### src/hw/rtl/lpmr_pkg.sv
package lpmr_pkg;

   localparam int RING_BYTES = 4096;
   localparam int ADDR_W = $clog2(RING_BYTES);
   localparam int SPAN_W = ADDR_W + 1;
   localparam int LEN_W = 12;
   localparam int CNT_W = 10;
   localparam int LEFT_W = 13;

   localparam logic [SPAN_W-1:0] RING_SPAN = SPAN_W'(RING_BYTES);
   localparam logic [CNT_W-1:0] MAX_MSG_RESET = CNT_W'(512);

   localparam logic [1:0] MODE_OPEN = 2'd0;
   localparam logic [1:0] MODE_WRITE = 2'd1;
   localparam logic [1:0] MODE_DEQ = 2'd2;
   localparam logic [1:0] MODE_PEEK = 2'd3;

   localparam logic [2:0] ST_OK = 3'd0;
   localparam logic [2:0] ST_NO_SPACE = 3'd1;
   localparam logic [2:0] ST_COUNT_LIMIT = 3'd2;
   localparam logic [2:0] ST_BAD_LENGTH = 3'd3;
   localparam logic [2:0] ST_EMPTY = 3'd4;
   localparam logic [2:0] ST_NONE_OPEN = 3'd5;
   localparam logic [2:0] ST_ALREADY_OPEN = 3'd6;

   typedef struct packed {
      logic [1:0] mode;
      logic [LEN_W-1:0] msg_length;
      logic [7:0] data_byte;
   } item_type;

   typedef struct packed {
      logic [7:0] read_byte;
      logic last_byte;
      logic [2:0] status;
      logic [CNT_W-1:0] messages_held;
      logic is_empty;
      logic is_full;
   } result_type;

   function automatic logic [ADDR_W-1:0] align_up(input logic [ADDR_W-1:0] pos);
      logic [ADDR_W-1:0] p;
      p = pos + ADDR_W'(3);
      return {p[ADDR_W-1:2], 2'b00};
   endfunction

   function automatic logic [SPAN_W-1:0] free_span(input logic [ADDR_W-1:0] head,
                                                   input logic [ADDR_W-1:0] tail);
      logic [ADDR_W-1:0] d;
      d = head - tail;
      return (head == tail) ? RING_SPAN : {1'b0, d};
   endfunction

endpackage

### src/hw/rtl/lpmr_front.sv
module lpmr_front
   import lpmr_pkg::*;
(
   input  logic     clock,
   input  logic     reset,
   input  logic     push_valid,
   output logic     push_ready,
   input  item_type push_item,
   output logic     head_valid,
   output item_type head_item,
   input  logic     pop
);

   item_type   slot_ff [2];
   logic       wr_ptr_ff, wr_ptr_in;
   logic       rd_ptr_ff, rd_ptr_in;
   logic [1:0] fill_ff, fill_in;
   logic       push;

   assign push_ready = (fill_ff != 2'd2);
   assign push = push_valid && push_ready;
   assign head_valid = (fill_ff != 2'd0);
   assign head_item = slot_ff[rd_ptr_ff];

   always_comb begin
      wr_ptr_in = wr_ptr_ff ^ push;
      rd_ptr_in = rd_ptr_ff ^ pop;
      fill_in = fill_ff + 2'(push) - 2'(pop);
   end

   always_ff @(posedge clock) begin
      if (reset) begin
         wr_ptr_ff <= 1'b0;
         rd_ptr_ff <= 1'b0;
         fill_ff <= 2'd0;
      end else begin
         wr_ptr_ff <= wr_ptr_in;
         rd_ptr_ff <= rd_ptr_in;
         fill_ff <= fill_in;
      end
      if (push) begin
         slot_ff[wr_ptr_ff] <= push_item;
      end
   end

endmodule

### config.mk
export PLATFORM = sky130hd
export DESIGN_NAME = lpmr_front
export DESIGN_NICKNAME = d
export VERILOG_FILES = /design/src/hw/rtl/lpmr_pkg.sv /design/src/hw/rtl/lpmr_front.sv
export SDC_FILE = /design/constraint.sdc
export NUM_CORES = 1
export LEC_CHECK = 0
export BUFFER_PORTS_ARGS = -buffer_cell sky130_fd_sc_hd__buf_2
export CORE_UTILIZATION = 50
export CTS_CLUSTER_DIAMETER = 60
export CTS_CLUSTER_SIZE = 12
export DETAILED_ROUTE_END_ITERATION = 8
export PLACE_DENSITY = 0.77
export SETUP_SLACK_MARGIN = 0.05
export SYNTH_ARGS = -nofsm -noshare
export SYNTH_HDL_FRONTEND = slang
export SYNTH_SLANG_ARGS = --single-unit
### constraint.sdc
create_clock -name clock -period 2.2 [get_ports clock]
set_input_delay 0.11 -clock clock [delete_from_list [all_inputs] [get_ports clock]]
set_output_delay 0.11 -clock clock [all_outputs]
set_load 0.01 [all_outputs]
==> flow_summary_export.csv, run 1 <==
group,metric,value,unit
status,status,"finished clean",
timing,fmax,640,MHz
clock_tree,post-cts-setup-buffers,0,
layout,syn2layout_area_growth,36.1,%
floorplan,dieArea,3830,um^2
worst_hold_path,worstHoldPathCells,3,
timing,slew_viol_final,0,
drt,firstDrtPassIters,4,
clock_tree,clock-sinks,48,
placed_design,placed_area,2130,um^2
synth,synthCells,91,
timing,skew,0.00953,ns
power_and_ir_drop,peakVddDrop,533,uV
setup_path,arrival,1.63,ns
setup_path,reg2reg_from,"fill_ff[0]",
synth,syn_avg_cell_area,19.7,um^2
setup_path,criticalPathCategory,"flop to flop",
synth,synth_top_area_share,73.7,%
floorplan,pin_count,50,
global_routing,grt_pass1_vias,1114,
layout,n_antenna_cell,0,
floorplan,design.core.area,3390,um^2
floorplan,start_util,52.9,%
setup_path,r2r_slack,0.64,ns
flow_run,maxCapViolCount,0,
layout,final_area,2440,um^2
placed_design,numPortBuffers,49,
placed_design,dp_hpwl,1970,um
floorplan,fp-row-count,21,
power_and_ir_drop,power_density,799,nW/um^2
layout,final_layout_size_suffix_gt1_share,35.6,%
synth,yosysUniqueCellTypes,16,
global_routing,grt_usage,18.5,%
drt,wl_per_cell,13.9,um
clock_tree,clock_path_buffers,2,
clock_tree,ctsHtreeMaxLevel,2,
timing,tns,0,ns
clock_tree,clock_latency,0.34,ns
layout,seqCellArea,1400,um^2
worst_hold_path,holdPathEnd,"rd_ptr_ff",
setup_path,rr_worst_depth,4,
global_routing,grt_max_degree,16,
layout,multi_input_area,372,um^2
worst_hold_path,hp-start,"pop",
synth,mappedNetlistNets,119,
global_routing,antenna_found_initial,0,
global_routing,grt_pass1_wl,4700,um
setup_path,cp_max_fo,14,
timing,worstMarginPinSlew,0.506,ns
timing,hold_viol_final,0,
synth,ys_ff_latch,48,
worst_hold_path,hold_class,"input port to flop",
layout,nNetsFinal,201,
drt,wl,3050,um
timing,slew_headroom,66.2,%
synth,synth_seq_area_share,78.2,%
timing,fin_crit,1.56,ns
global_routing,overflow,0,
layout,num-fill-cells,226,
timing,rsz0062_at_grt,"no",
clock_tree,cts_tree,"done",
placed_design,gp_congestion,0.614,
timing,period_share,71.0,%
clock_tree,cts_root_buf,"clkbuf_4",
clock_tree,cts_repair_resize_count,0,
synth,synth.cell_area,1790,um^2
setup_path,worstPathRequired,2.26,ns
clock_tree,cts_buffers,5,
drt,ant_nets,0,
setup_path,cp-start-kind,"flop",
clock_tree,hold_buffers,23,
floorplan,dieHeight,61.9,um
synth,yosys_warnings,0,
power_and_ir_drop,leakagePower,0.000959,uW
setup_path,end_kind,"flop",
floorplan,die_width,61.9,um
drt,drt_iter0_drc,12,
synth,synth.area.top_cells,"edfxtp_1 (74%), mux2_1 (14%), dfxtp_1 (4.5%)",
synth,synth_area_leader_cell,"edfxtp_1",
drt,viasPerCell,4.74,
drt,num_vias,1043,
drt,post-route-drc-count,0,
clock_tree,clk_pin_slew_worst_paths,0.13,ns
setup_path,r2r_end,"slot_ff[1][7]",
timing,finalSetupViolCount,0,
[critical path, stage by stage (launching register included)]
cell and delay [ns]:
dfxtp_1 0.39, nand2b_1 0.13, nand2_1 0.11, nor2_2 0.42, buf_12 0.21
[logic make-up after synthesis]
| logic type | count (synthesis) | synth area share (%) |
|---|---|---|
| buffers and inverters | 4 | 1.26 |
| XOR/XNOR | 2 | 0.977 |
| AND/OR/NAND/NOR | 10 | 2.93 |
| multiplexers | 23 | 14.4 |
| flip-flops | 48 | 78.2 |
| adder cells (fa/ha/maj) | 2 | 1.40 |
| AO/OA/AOI/OAI | 2 | 0.837 |
[layer usage]
| layer | track usage [%] | vias to the layer above | part of all wire [%] |
|---|---|---|---|
| li1 | - | 507 | - |
| met1 | 19.1 | 492 | 41 |
| met2 | 33.0 | 42 | 52 |
| met3 | 7.04 | 2 | 6.0 |
| met4 | 8.57 | 0 | 0.75 |
| met5 | 0 | - | 0 |
[sequential cells by signal, indices dropped and copies added (netlist names)]
signal     cells
wr_ptr_ff      1
slot_ff       44
fill_ff        2
rd_ptr_ff      1
[stage by stage]
step | total power, uW | instances | worst slack (ns) | hold WS, ns | util, %
2_1_floorplan | 1310 | 91 | 0.222 | 0.177 | -
3_3_place_gp | 1440 | 189 | 0.726 | 0.299 | 62.9
3_5_place_dp | 1460 | 189 | 0.663 | 0.301 | 62.9
4_1_cts | 1970 | 220 | 0.603 | 0.0634 | 72.0
5_1_grt | 2050 | 220 | 0.548 | 0.0716 | 72.0
6_report | 1950 | 220 | 0.637 | 0.0869 | 72.0
[cells in the mapped netlist]
library cell  count
a21bo_1           1
and2b_1           1
mux2_1           23
edfxtp_1         44
nor2_1            4
nand2b_1          1
a21oi_1           1
xnor2_1           2
nor2b_1           1
inv_1             2
nor3b_1           1
or2_1             1
buf_4             2
dfxtp_1           4
ha_1              2
nand2_1           1
[worst max-delay path by stage]
stage                    start             end  slack, ns
floorplan           fill_ff[0]   slot_ff[1][0]       0.22
global placement    fill_ff[0]  slot_ff[1][18]       0.73
detailed placement  fill_ff[0]  slot_ff[1][19]       0.66
CTS                  rd_ptr_ff   head_item[13]       0.60
global route         rd_ptr_ff   head_item[13]       0.55
finish              fill_ff[0]   slot_ff[1][7]       0.64
[power breakdown]
part,switching [uW],internal [uW]
clock network,247,238
registers,23.4,1100
logic,174,169
total,444,1510
[final cells by class]
class	count	area share, %
multi-input combinational	39	15.2
timing repair buffer	77	21.5
inverter	2	0.308
tap	46	2.36
sequential	48	57.4
clock buffer	6	1.69
clock inverter	2	1.44
[layout by cell type (no fill, tap or decap)]
cell type	count
dlygate4sd3_1	23
buf_12	1
ha_1	2
nor2b_1	1
xnor2_1	2
edfxtp_1	44
nor3b_1	1
clkbuf_1	1
nand2_1	1
mux2_1	23
clkinv_2	1
and2b_1	1
or2_1	1
a21bo_1	1
bufinv_16	1
nor2_1	3
buf_2	49
clkbuf_4	5
nor2_2	1
nand2b_1	1
inv_1	2
a21oi_1	1
buf_4	4
dfxtp_1	4
(Power assumes the default switching activity.)
==> run 2, diff against run 1 <==
--- a/config.mk
+++ b/config.mk
@@ -5,12 +5,13 @@
 export SDC_FILE = /design/constraint.sdc
 export NUM_CORES = 1
 export LEC_CHECK = 0
+export ABC_AREA = 1
 export BUFFER_PORTS_ARGS = -buffer_cell sky130_fd_sc_hd__buf_2
-export CORE_UTILIZATION = 50
+export CORE_UTILIZATION = 46
 export CTS_CLUSTER_DIAMETER = 60
 export CTS_CLUSTER_SIZE = 12
 export DETAILED_ROUTE_END_ITERATION = 8
-export PLACE_DENSITY = 0.77
+export PLACE_DENSITY = 0.74
 export SETUP_SLACK_MARGIN = 0.05
 export SYNTH_ARGS = -nofsm -noshare
 export SYNTH_HDL_FRONTEND = slang
==> constraint.sdc (replaced) <==
create_clock -name clock -period 1.4 [get_ports clock]
set_input_delay 0.07 -clock clock [delete_from_list [all_inputs] [get_ports clock]]
set_output_delay 0.07 -clock clock [all_outputs]
set_load 0.01 [all_outputs]
==> run 2 against run 1 <==
Net effect:
- worst hold slack better by 0.028 ns
- synthesized cell count is 6.6% higher
- via count is 7.0% higher
- setup slack worse by 0.60 ns
- highest routed layer unchanged
- combinational power grew to 2.6 times the previous value
- clock skew is 0.0031 ns lower
- critical path type is now flop to output port
==> flow_summary_export.csv, run 2 <==
group,metric,value,unit
synth,synth_edf_count,44,
layout,regMostFlops,"slot_ff",
timing,fmax,732,MHz
setup_path,criticalPathCategory,"flop to output port",
layout,top_regs,"slot_ff (44), fill_ff (2)",
global_routing,grt_pass1_vias,1140,
clock_tree,clk_pin_slew_worst_paths,0.08,ns
layout,final_layout_size_suffix_gt1_share,56.2,%
setup_path,crit_chain,"buf_8 -> mux2_4 -> buf_6",
drt,num_vias,1116,
synth,yosysMostFrequentCell,"edfxtp_1",
worst_hold_path,hold_class,"input port to flop",
synth,synth_top_area_share,73.6,%
global_routing,antenna_found_initial,0,
timing,fin_ws,0.0342,ns
global_routing,grt_max_degree,23,
clock_tree,cts_root_buf,"clkbuf_8",
timing,tns,0,ns
drt,wl_per_cell,15.2,um
power_and_ir_drop,power_density,1210,nW/um^2
placed_design,numPortBuffers,49,
global_routing,grt_pass1_wl,4990,um
layout,mostFrequentLayoutCells,"edfxtp_1 (44), buf_2 (27), dlygate4sd3_1 (23), buf_6 (23), mux2_4 (22)",
drt,drt_iter0_drc,43,
synth,yosysUniqueCellTypes,11,
clock_tree,clock-sinks,48,
synth,synth.area.top_cells,"edfxtp_1 (74%), mux2_2 (14%), dfxtp_1 (4.5%)",
setup_path,worstPathRequired,1.33,ns
placed_design,placedCellCount,195,
global_routing,grt_usage,16.6,%
timing,hold_viol_final,0,
timing,period_share,97.6,%
timing,skew,0.00643,ns
timing,rsz0062_at_grt,"yes",
clock_tree,cts_tree,"done",
layout,stdcell_count,233,
synth,synthFlopType,"edfxtp_1",
clock_tree,clock_latency,0.29,ns
floorplan,fp-row-count,22,
setup_path,end_kind,"output port",
synth,yosys_warnings,0,
synth,synth.cell_area,1800,um^2
layout,nNetsFinal,212,
drt,ant_nets,0,
timing,slew_viol_final,0,
setup_path,cpPeakStageDelay,0.42,ns
synth,synthCells,97,
timing,finalSetupViolCount,0,
clock_tree,ctsHtreeMaxLevel,2,
synth,async_reset_ff_share,0,%
setup_path,cp_max_fo,6,
synth,syn_avg_cell_area,18.5,um^2
setup_path,arrival,1.30,ns
synth,synth_area_leader_cell,"edfxtp_1",
timing,worstMarginPinSlew,0.174,ns
floorplan,dieArea,4160,um^2
floorplan,design.core.area,3690,um^2
synth,mappedNetlistNets,125,
placed_design,dp_hpwl,1900,um
drt,viasPerCell,4.79,
layout,largest_reg_flops,44,
drt,wl,3530,um
timing,fin_crit,1.37,ns
floorplan,start_util,48.7,%
layout,final_common_cell,"edfxtp_1",
synth,ys_ff_latch,48,
layout,final_core_util,76.4,%
layout,n_antenna_cell,0,
status,status,"finished clean",
floorplan,dieHeight,64.5,um
global_routing,overflow,0,
setup_path,crit_slowest_cell,"dfxtp_4",
timing,slew_headroom,88.4,%
floorplan,pin_count,50,
layout,syn2layout_area_growth,56.9,%
placed_design,gp_congestion,0.746,
clock_tree,cts_buffers,5,
drt,post-route-drc-count,0,
setup_path,cp-start-kind,"flop",
floorplan,die_width,64.5,um
drt,firstDrtPassIters,4,
flow_run,maxCapViolCount,0,
synth,synth_seq_area_share,78.0,%
clock_tree,clock_path_buffers,2,
power_and_ir_drop,leakagePower,0.00115,uW
synth,synthTopCellsByCount,"edfxtp_1 (44), mux2_2 (22), nand2_1 (8)",
power_and_ir_drop,p_total,3410,uW
power_and_ir_drop,peakVddDrop,795,uV
placed_design,pre_cts_slack,-0.00874,ns
-- run 2: cell count changes after synthesis, moves of 2 or more --
cell     delta
buf_6       +2
nand2_1     +7
inv_1       +5
buf_4       -2
mux2_2     +22
mux2_1     -23
-- run 2: final timing paths --
check	startpoint	endpoint	slack, ns	cells after the start
max	rd_ptr_ff	head_item[15]	0.03	3
min	pop	fill_ff[1]	0.12	3
max reg2reg	fill_ff[0]	fill_ff[1]	0.06	11
min reg2reg	fill_ff[1]	fill_ff[1]	0.65	4
-- run 2: what timing repair did --
action / 4_1_cts / 5_1_grt
hold endpoints to repair: 48 / 0
resized for setup: 13 / 53
gates cloned: 1 / 1
hold buffers: 23 / 0
buffers inserted: 2 / 3
setup endpoints to repair: 45 / 50
pin swaps: 2 / 6
-- run 2: worst max-delay path: cells and delay by family (launching register included) --
family | cells | cell delay (ns)
buffers and inverters | 2 | 0.27
DFF | 1 | 0.42
muxes | 1 | 0.32
-- run 2: per-stage QoR --
step | instance area (um^2) | hold WS [ns]
6_report | 2820 | 0.115
5_1_grt | 2820 | 0.111
4_1_cts | 2520 | 0.104
3_5_place_dp | 2140 | 0.261
3_3_place_gp | 2140 | 0.258
2_1_floorplan | 1820 | 0.137
-- run 2: logic make-up after synthesis --
kind of cell,share of synthesized area [%]
compound gates,0.278
xor+xnor,0.976
fa+ha+maj,1.39
buf+inv,2.72
flops,78.0
mux,13.8
simple gates,2.79
-- run 2: cell type report --
| cell class | instances | area, um^2 |
|---|---|---|
| clock buffers | 5 | 68.8 |
| clock inverters | 3 | 13.8 |
| fillers | 215 | 871 |
| inverters | 7 | 26.3 |
| multi-input cells | 40 | 479 |
| flip-flops and latches | 48 | 1410 |
| well taps | 48 | 60.1 |
| repair buffers | 82 | 762 |
-- run 2: layer usage --
layer,track usage [%],wire length (um),up-vias
li1,-,-,530
met1,18.3,1390,529
met2,30.3,1950,55
met3,4.23,174,2
met4,6.39,17,0
met5,0,0,-
-- run 2: power breakdown --
group	internal, uW	switching (uW)
logic	525	366
clock network	339	398
registers	1730	52.7
total	2590	817
